===== src/hw/rtl/assert_macros.svh =====
// Assertion macros for the RTL.
`ifndef ASSERT_MACROS_SVH
`define ASSERT_MACROS_SVH

// Checked on every rising edge of clk, skipped while rst is high.
`define ASSERT_SYNC(label, clk, rst, prop) \
   label: assert property (@(posedge clk) disable iff (rst) (prop)) \
      else $error("assertion failed");

// Checked on every rising edge of clk, reset included.
`define ASSERT_ALWAYS(label, clk, prop) \
   label: assert property (@(posedge clk) (prop)) \
      else $error("assertion failed");

`endif


===== src/hw/rtl/sfde_pkg.sv =====
// ----------------------------------------------------------------------------
// Short-form directory entry parser package
// Types and constants shared by the parser, its output queue and the top level.
// ----------------------------------------------------------------------------
package sfde_pkg;

   localparam logic [3:0] HDR_BYTES_NARROW = 4'd6;
   localparam logic [3:0] HDR_BYTES_WIDE   = 4'd10;
   localparam logic [7:0] TAG_BYTES        = 8'd2;
   localparam logic [7:0] INODE_BYTES_NARROW = 8'd4;
   localparam logic [7:0] INODE_BYTES_WIDE   = 8'd8;

   localparam int CSR_INDEX_WIDTH = 2;
   localparam int CSR_DATA_WIDTH  = 8;

   typedef enum logic [CSR_INDEX_WIDTH-1:0] {
      CSR_ENTRY_COUNT       = 2'd0,
      CSR_WIDE_INODES       = 2'd1,
      CSR_FILE_TYPE_PRESENT = 2'd2
   } csr_index_type;

   typedef enum logic [2:0] {
      PH_HEADER = 3'd0,
      PH_LEN    = 3'd1,
      PH_TAG    = 3'd2,
      PH_NAME   = 3'd3,
      PH_FTYPE  = 3'd4,
      PH_INODE  = 3'd5
   } phase_type;

   typedef enum logic [1:0] {
      KIND_NAME_BYTE   = 2'd0,
      KIND_ENTRY_DONE  = 2'd1,
      KIND_EMPTY_TABLE = 2'd2,
      KIND_TRUNCATED   = 2'd3
   } kind_type;

   typedef struct packed {
      logic [7:0] entry_count;
      logic       wide_inodes;
      logic       file_type_present;
   } cfg_type;

   typedef struct packed {
      kind_type    kind;
      logic [7:0]  name_char;
      logic [7:0]  name_pos;
      logic [63:0] inode_value;
      logic [7:0]  name_len;
      logic [7:0]  entry_number;
      logic        final_entry;
   } result_type;

   typedef struct packed {
      phase_type phase;
      logic      table_done;
   } status_type;

endpackage


===== src/hw/rtl/sfde_parser.sv =====
// ----------------------------------------------------------------------------
// Short-form directory entry parser step
// Holds the parse state and decodes one table byte per accepted item.
// ----------------------------------------------------------------------------
module sfde_parser (
   input  logic                 clock,
   input  logic                 reset,
   input  logic                 accept,
   input  logic [7:0]           data_byte,
   input  logic                 last_byte,
   input  sfde_pkg::cfg_type    cfg,
   output logic                 result_valid,
   output sfde_pkg::result_type result,
   output sfde_pkg::status_type status
);
   import sfde_pkg::*;

   phase_type   phase_ff, phase_in;
   logic [3:0]  header_left_ff, header_left_in;
   logic [7:0]  entries_left_ff, entries_left_in;
   logic [7:0]  field_counter_ff, field_counter_in;
   logic [63:0] inode_acc_ff, inode_acc_in;
   logic [7:0]  name_len_ff, name_len_in;
   logic [7:0]  entry_counter_ff, entry_counter_in;
   logic        table_done_ff, table_done_in;

   logic [3:0]  hdr_size;
   logic [7:0]  inode_size;
   logic [3:0]  header_sum;
   logic [7:0]  field_sum;

   assign hdr_size   = cfg.wide_inodes ? HDR_BYTES_WIDE : HDR_BYTES_NARROW;
   assign inode_size = cfg.wide_inodes ? INODE_BYTES_WIDE : INODE_BYTES_NARROW;
   assign header_sum = header_left_ff + 4'd1;
   assign field_sum  = field_counter_ff + 8'd1;

   always_comb begin
      phase_in         = phase_ff;
      header_left_in   = header_left_ff;
      entries_left_in  = entries_left_ff;
      field_counter_in = field_counter_ff;
      inode_acc_in     = inode_acc_ff;
      name_len_in      = name_len_ff;
      entry_counter_in = entry_counter_ff;
      table_done_in    = table_done_ff;
      result           = '0;
      result_valid     = 1'b0;

      if (!table_done_ff) begin
         unique case (phase_ff)
            PH_HEADER: begin
               header_left_in = header_sum;
               if (header_sum >= hdr_size) begin
                  header_left_in   = 4'd0;
                  entry_counter_in = 8'd0;
                  if (cfg.entry_count == 8'd0) begin
                     table_done_in = 1'b1;
                     result.kind   = KIND_EMPTY_TABLE;
                     result_valid  = 1'b1;
                  end else begin
                     entries_left_in = cfg.entry_count;
                     phase_in        = PH_LEN;
                  end
               end
            end
            PH_LEN: begin
               name_len_in      = data_byte;
               field_counter_in = 8'd0;
               phase_in         = PH_TAG;
            end
            PH_TAG: begin
               field_counter_in = field_sum;
               if (field_sum >= TAG_BYTES) begin
                  field_counter_in = 8'd0;
                  if (name_len_ff != 8'd0) begin
                     phase_in = PH_NAME;
                  end else begin
                     inode_acc_in = '0;
                     phase_in     = cfg.file_type_present ? PH_FTYPE : PH_INODE;
                  end
               end
            end
            PH_NAME: begin
               result.kind         = KIND_NAME_BYTE;
               result.name_char    = data_byte;
               result.name_pos     = field_counter_ff;
               result.name_len     = name_len_ff;
               result.entry_number = entry_counter_ff;
               result_valid        = 1'b1;
               field_counter_in    = field_sum;
               if (field_sum >= name_len_ff) begin
                  field_counter_in = 8'd0;
                  inode_acc_in     = '0;
                  phase_in         = cfg.file_type_present ? PH_FTYPE : PH_INODE;
               end
            end
            PH_FTYPE: begin
               field_counter_in = 8'd0;
               inode_acc_in     = '0;
               phase_in         = PH_INODE;
            end
            PH_INODE: begin
               inode_acc_in     = {inode_acc_ff[55:0], data_byte};
               field_counter_in = field_sum;
               if (field_sum >= inode_size) begin
                  result.kind         = KIND_ENTRY_DONE;
                  result.inode_value  = inode_acc_in;
                  result.name_len     = name_len_ff;
                  result.entry_number = entry_counter_ff;
                  result.final_entry  = (entries_left_ff == 8'd1);
                  result_valid        = 1'b1;
                  entries_left_in     = entries_left_ff - 8'd1;
                  entry_counter_in    = entry_counter_ff + 8'd1;
                  field_counter_in    = 8'd0;
                  if (entries_left_in == 8'd0) begin
                     table_done_in = 1'b1;
                  end else begin
                     phase_in = PH_LEN;
                  end
               end
            end
            default: begin
               phase_in = PH_HEADER;
            end
         endcase
      end

      if (last_byte) begin
         if (!table_done_in) begin
            result       = '0;
            result.kind  = KIND_TRUNCATED;
            result_valid = 1'b1;
         end
         phase_in         = PH_HEADER;
         header_left_in   = 4'd0;
         entries_left_in  = 8'd0;
         field_counter_in = 8'd0;
         inode_acc_in     = '0;
         name_len_in      = 8'd0;
         entry_counter_in = 8'd0;
         table_done_in    = 1'b0;
      end
   end

   always_ff @(posedge clock) begin
      if (reset) begin
         phase_ff         <= PH_HEADER;
         header_left_ff   <= 4'd0;
         entries_left_ff  <= 8'd0;
         field_counter_ff <= 8'd0;
         inode_acc_ff     <= '0;
         name_len_ff      <= 8'd0;
         entry_counter_ff <= 8'd0;
         table_done_ff    <= 1'b0;
      end else if (accept) begin
         phase_ff         <= phase_in;
         header_left_ff   <= header_left_in;
         entries_left_ff  <= entries_left_in;
         field_counter_ff <= field_counter_in;
         inode_acc_ff     <= inode_acc_in;
         name_len_ff      <= name_len_in;
         entry_counter_ff <= entry_counter_in;
         table_done_ff    <= table_done_in;
      end
   end

   assign status.phase      = phase_ff;
   assign status.table_done = table_done_ff;

endmodule


===== src/hw/rtl/sfde_outq.sv =====
// ----------------------------------------------------------------------------
// Short-form directory entry parser output queue
// Result register with a skid stage so the input side keeps moving on a stall.
// ----------------------------------------------------------------------------
module sfde_outq (
   input  logic                 clock,
   input  logic                 reset,
   input  logic                 push,
   input  sfde_pkg::result_type push_data,
   output logic                 space,
   output logic                 out_valid,
   input  logic                 out_ready,
   output sfde_pkg::result_type out_data,
   output logic                 skid_busy
);
   import sfde_pkg::*;

   logic       head_valid_ff, head_valid_in;
   logic       skid_valid_ff, skid_valid_in;
   result_type head_data_ff, head_data_in;
   result_type skid_data_ff, skid_data_in;
   logic       head_free;

   assign head_free = !head_valid_ff || out_ready;

   always_comb begin
      head_valid_in = head_valid_ff;
      skid_valid_in = skid_valid_ff;
      head_data_in  = head_data_ff;
      skid_data_in  = skid_data_ff;
      if (skid_valid_ff) begin
         if (out_ready) begin
            head_data_in  = skid_data_ff;
            skid_valid_in = 1'b0;
         end
      end else if (push) begin
         if (head_free) begin
            head_valid_in = 1'b1;
            head_data_in  = push_data;
         end else begin
            skid_valid_in = 1'b1;
            skid_data_in  = push_data;
         end
      end else if (out_ready) begin
         head_valid_in = 1'b0;
      end
   end

   always_ff @(posedge clock) begin
      if (reset) begin
         head_valid_ff <= 1'b0;
         skid_valid_ff <= 1'b0;
      end else begin
         head_valid_ff <= head_valid_in;
         skid_valid_ff <= skid_valid_in;
      end
   end

   always_ff @(posedge clock) begin
      head_data_ff <= head_data_in;
      skid_data_ff <= skid_data_in;
   end

   assign space     = !skid_valid_ff;
   assign out_valid = head_valid_ff;
   assign out_data  = head_data_ff;
   assign skid_busy = skid_valid_ff;

endmodule


===== src/hw/rtl/shortform_directory_entry_parser_core.sv =====
// ----------------------------------------------------------------------------
// Short-form directory entry parser core
// Parses a short-form directory table one byte per item.
// ----------------------------------------------------------------------------
// The req channel carries one table byte per item together with a flag that
// marks the final byte of the table. The rsp channel carries at most one item
// per byte: a name byte, a completed entry with its inode number, an empty
// table notice or a truncation error.
// Each byte is decoded in the cycle it is accepted and its result is taken
// into the result register, or the skid register on a stall. While the skid
// register is empty the sustained rate is one byte per clock.
// A result register and a skid register sit behind the decoder. When the
// receiver stalls, bytes that give no item keep flowing and the item of one
// more byte is still taken into the skid register, after which req_ready
// drops until the receiver takes an item.
// The csr port sets the entry count, the inode width and whether entries
// carry a file-type byte. Write it only while the block is idle (not enforced).
// Reset clears the parse state, the configuration and both output registers.
// A byte with req_last_byte set returns the parser to the start of a table.
// ----------------------------------------------------------------------------
`include "assert_macros.svh"

module shortform_directory_entry_parser_core (
   input  logic                                   clock,
   input  logic                                   reset,
   input  logic                                   csr_we,
   input  logic [sfde_pkg::CSR_INDEX_WIDTH-1:0]   csr_index,
   input  logic [sfde_pkg::CSR_DATA_WIDTH-1:0]    csr_wdata,
   input  logic                                   req_valid,
   output logic                                   req_ready,
   input  logic [7:0]                             req_data_byte,
   input  logic                                   req_last_byte,
   output logic                                   rsp_valid,
   input  logic                                   rsp_ready,
   output logic [1:0]                             rsp_kind,
   output logic [7:0]                             rsp_name_char,
   output logic [7:0]                             rsp_name_pos,
   output logic [63:0]                            rsp_inode_value,
   output logic [7:0]                             rsp_name_len,
   output logic [7:0]                             rsp_entry_number,
   output logic                                   rsp_final_entry
);
   import sfde_pkg::*;

   cfg_type    cfg_ff, cfg_in;
   logic       accept;
   logic       result_valid;
   result_type result;
   result_type rsp_data;
   status_type status;
   logic       skid_busy;

   always_comb begin
      cfg_in = cfg_ff;
      if (csr_we) begin
         unique case (csr_index)
            CSR_ENTRY_COUNT:       cfg_in.entry_count       = csr_wdata;
            CSR_WIDE_INODES:       cfg_in.wide_inodes       = csr_wdata[0];
            CSR_FILE_TYPE_PRESENT: cfg_in.file_type_present = csr_wdata[0];
            default:               cfg_in = cfg_ff;
         endcase
      end
   end

   always_ff @(posedge clock) begin
      if (reset) begin
         cfg_ff <= '0;
      end else begin
         cfg_ff <= cfg_in;
      end
   end

   assign accept = req_valid && req_ready;

   sfde_parser u_parser (
      .clock        (clock),
      .reset        (reset),
      .accept       (accept),
      .data_byte    (req_data_byte),
      .last_byte    (req_last_byte),
      .cfg          (cfg_ff),
      .result_valid (result_valid),
      .result       (result),
      .status       (status)
   );

   sfde_outq u_outq (
      .clock     (clock),
      .reset     (reset),
      .push      (accept && result_valid),
      .push_data (result),
      .space     (req_ready),
      .out_valid (rsp_valid),
      .out_ready (rsp_ready),
      .out_data  (rsp_data),
      .skid_busy (skid_busy)
   );

   assign rsp_kind         = rsp_data.kind;
   assign rsp_name_char    = rsp_data.name_char;
   assign rsp_name_pos     = rsp_data.name_pos;
   assign rsp_inode_value  = rsp_data.inode_value;
   assign rsp_name_len     = rsp_data.name_len;
   assign rsp_entry_number = rsp_data.entry_number;
   assign rsp_final_entry  = rsp_data.final_entry;

   `ASSERT_SYNC(a_skid_behind_head, clock, reset, skid_busy |-> rsp_valid)
   `ASSERT_SYNC(a_last_restarts, clock, reset,
      (accept && req_last_byte) |=> (status.phase == PH_HEADER && !status.table_done))
   `ASSERT_SYNC(a_done_needs_item, clock, reset, $rose(status.table_done) |-> $past(accept))

endmodule


===== config.mk =====
export PLATFORM = sky130hd
export DESIGN_NAME = shortform_directory_entry_parser_core
export DESIGN_NICKNAME = d
export VERILOG_FILES = /design/src/hw/rtl/sfde_pkg.sv /design/src/hw/rtl/sfde_parser.sv /design/src/hw/rtl/sfde_outq.sv /design/src/hw/rtl/shortform_directory_entry_parser_core.sv
export VERILOG_INCLUDE_DIRS = /design/src /design/src/hw/rtl
export SDC_FILE = /design/constraint.sdc
export NUM_CORES = 1
export LEC_CHECK = 0
export ABC_CLOCK_PERIOD_IN_PS = 10900
export CAP_MARGIN = 20
export CORE_ASPECT_RATIO = 1.4
export CORE_MARGIN = 2
export CORE_UTILIZATION = 45
export CTS_BUF_LIST = sky130_fd_sc_hd__clkbuf_4 sky130_fd_sc_hd__clkbuf_8 sky130_fd_sc_hd__clkbuf_16
export DETAILED_ROUTE_END_ITERATION = 8
export DONT_BUFFER_PORTS = 1
export SLEW_MARGIN = 40
export SYNTH_ARGS = -nofsm -noshare
export SYNTH_HDL_FRONTEND = slang
export SYNTH_SLANG_ARGS = --single-unit
export TNS_END_PERCENT = 50

===== constraint.sdc =====
create_clock -name clock -period 10.9 [get_ports clock]
set_input_delay 0.545 -clock clock [delete_from_list [all_inputs] [get_ports clock]]
set_output_delay 0.545 -clock clock [all_outputs]
set_load 0.03 [all_outputs]

==> impl_metrics.toml <==
[global_routing]
grt_pass1_wl_mm = 44.2
track_usage_pct = 17.8
grt_pass1_vias = 7932
antenna_found_initial = 0
grt_max_degree = 113
grt_overflow = 0

[clock_network]
cts_tree = "done"
cts_root_buf = "clkbuf_16"
clock_latency_ns = 0.56
clk_path_buf_depth = 3
h-tree-depth = 1
hold_buffers = 0
cts_setup_buffers = 0
clkSinkCount = 306
clkTransAtPathRegs_ns = 0.06
cts_made_buffers = 29
cts_resized = 0

[final_layout]
stdcell_area_um2 = 14700
area_growth_pct = 10.3
nets = 1104
n_antenna_cell = 0
layout-drive-gt1-share_pct = 16.5
nFillCells = 2602
stdcell_count = 1463
finish.utilization_pct = 50.3

[yosys]
yosys.area.top_type_share_pct = 44.7
yosys_register_bits = 306
ys_async_sr_fraction_pct = 0
ys.flop_type = "edfxtp_1"
yosys-top-cells-area = "edfxtp_1 45%, dfxtp_1 16%, mux2_2 7.0%, and2_1 4.2%, nand2b_1 2.8%"
synth_nets = 1130
syn_area_per_cell_um2 = 12.2
ys_warn_count = 0
synth_edf_count = 198
yosysTopAreaCell = "edfxtp_1"
ys_seq_area_share_pct = 61.0
syn_area_um2 = 13300
synth.distinct_cells = 67
synthCells = 1086

[job]
drv_cap = 0

[detailed_routing]
routed_via_density = 5.43
first_pass_iters = 6
dr_total_vias = 7950
drtIter0Drc = 531
wl_per_cell_um = 18.7
drc_errors = 0
drt.antenna.violating_nets = 0
wl_mm = 27.3

[sta]
worst_slew_pin_slew_ns = 0.770
hold_viol_final = 0
fmax_mhz = 258
min_period_ns = 3.87
min_period_over_period_pct = 35.5
slew_violations = 0
slew_headroom_pct = 48.7
setup-violations-final = 0
final.setup.tns_ns = 0
grt_setup_unrepaired = "no"
hold_ws_ns = 0.0582
fin_skew_ns = 0.0199

[outcome]
status = "finished clean"

[floorplanning]
core_area_um2 = 29200
dieArea_um2 = 31000
fp.dieW_um = 149
row_count = 74
initial_utilization_pct = 45.6
io_pins = 125
die_h_um = 207

[place]
place_congestion = 0.810
placed_cells = 1409
post-dp-hpwl_mm = 17.8
placed_area_um2 = 13600
port_buffers = 0

[power_and_ir_drop]
p_leak_nw = 5.36
pwr_density_cell_nw_per_um2 = 169
vdd_ir_drop_max_mv = 0.0996

[critical_path]
worst_path_max_delay_cell = "buf_6"
start_kind = "flip-flop"
cpPeakStageDelay_ns = 0.52
end_kind = "flip-flop"
required_ns = 11.08
crit_chain = "ha_1, xor2_1, ha_1, nand2_1, o21ai_0, nand2_2, a41oi_1, nand2_1, nor3_2, buf_4, buf_6"
cp_max_fo = 61
critPathKind = "flip-flop to flip-flop"
arrival_ns = 4.05

[worst_hold_path]
hp-class = "input pin to flip-flop"
==> worst paths after layout <==
| check | startpoint | to | slack (ns) | cells after the start |
|---|---|---|---|---|
| setup / recovery | u_parser.header_left_ff[0] | u_outq.skid_data_ff[71] | 7.03 | 11 |
| setup reg to reg | u_parser.header_left_ff[0] | u_outq.skid_data_ff[71] | 7.03 | 11 |
| hold reg to reg | u_parser.inode_acc_ff[50] | u_parser.inode_acc_ff[50] | 0.46 | 2 |
| hold / removal | rsp_ready | u_outq.skid_busy | 0.06 | 1 |
==> layout by cell type, fill, tap and decap left out, drive strengths merged, types with 6 or more instances in the layout <==
cell      n
nor3b    10
nand3b    6
bufinv    7
o21ai    82
a31oi     7
ha       20
edfxtp  198
buf      10
nand2b   60
nand2    26
nor3     11
clkbuf   36
inv      24
and2     99
nand3    70
mux2     83
a22o     19
xor2      8
xnor2     8
nor2     57
mux2i    11
a21o      9
dfxtp   108
a21oi    47
==> flip-flops by register name, indices dropped and copies added (netlist names) <==
signal	flops
u_parser.table_done_ff	1
u_parser.phase_ff	3
u_outq.skid_data_ff	99
u_outq.out_valid	1
u_parser.inode_acc_ff	56
u_outq.out_data	99
u_parser.header_left_ff	4
u_outq.skid_busy	1
u_parser.entry_counter_ff	8
u_parser.entries_left_ff	8
cfg_ff	10
u_parser.name_len_ff	8
u_parser.field_counter_ff	8
==> synthesized netlist by cell type (all sizes together) (2+ instances only) <==
cell type / number
o311ai: 2
nand3: 70
mux2i: 11
a21oi: 47
nor2b: 5
a22o: 19
clkbuf: 38
or4: 4
nand2: 26
o211ai: 5
xnor2: 8
a31oi: 7
and2: 99
or2: 2
o21a: 2
dfxtp: 108
nand3b: 6
and3b: 3
edfxtp: 198
a21o: 9
ha: 20
inv: 21
buf: 29
nor2: 57
nor3b: 10
nor3: 11
or3: 4
nor4: 5
a311oi: 3
xor2: 8
and3: 4
mux2: 83
o21ai: 82
a211oi: 3
nand2b: 60
==> per-stage QoR <==
step / power (mW) / setup WS (ns)
2_1_floorplan: 1.37 / 1.50
3_3_place_gp: 1.38 / 6.57
3_5_place_dp: 1.38 / 6.78
4_1_cts: 2.52 / 6.74
5_1_grt: 2.56 / 6.63
6_report: 2.48 / 7.03
==> critical path: cells and delay by family, from the launching register on <==
family | cells | cell delay (ns)
adders and majority gates | 2 | 0.52
xor gates and xnor gates | 1 | 0.16
buffers and inverters | 2 | 0.99
and+or+nand+nor | 4 | 0.50
AOI/OAI and AO/OA | 2 | 0.88
DFF | 1 | 0.34
==> metal layers <==
metal / part of all wire, % / vias up / GRT usage (%)
li1: - / 3884 / -
met1: 41 / 3853 / 21.8
met2: 51 / 156 / 31.1
met3: 4.5 / 57 / 3.08
met4: 3.5 / 0 / 7.03
met5: 0 / - / 0
==> cells by family after synthesis <==
group	count (synthesis)	share of synthesized area (%)
AOI/OAI and AO/OA	192	9.25
xor gates and xnor gates	16	1.05
and+or+nand+nor	370	15.8
muxes	94	7.86
adders and majority gates	20	1.88
buffers and inverters	88	3.22
DFF	306	61.0
==> report_power, final <==
group	internal, mW	switching, mW	leakage, nW	total, mW
combinational	0.0217	0.0424	1.94	0.0641
clock	0.698	0.434	0.535	1.13
sequential	1.25	0.0401	2.88	1.29
total	1.97	0.517	5.36	2.48
==> area by class of cell <==
class,instances,area (um^2),area share (%)
clock inverters,18,282,1.92
clock buffers,36,815,5.56
well taps,380,475,3.24
inverters,21,81.3,0.555
flip-flops and latches,306,8110,55.3
repair buffers,10,110,0.751
multi-input cells,692,4790,32.7
Power figures use the tool's default switching activity.
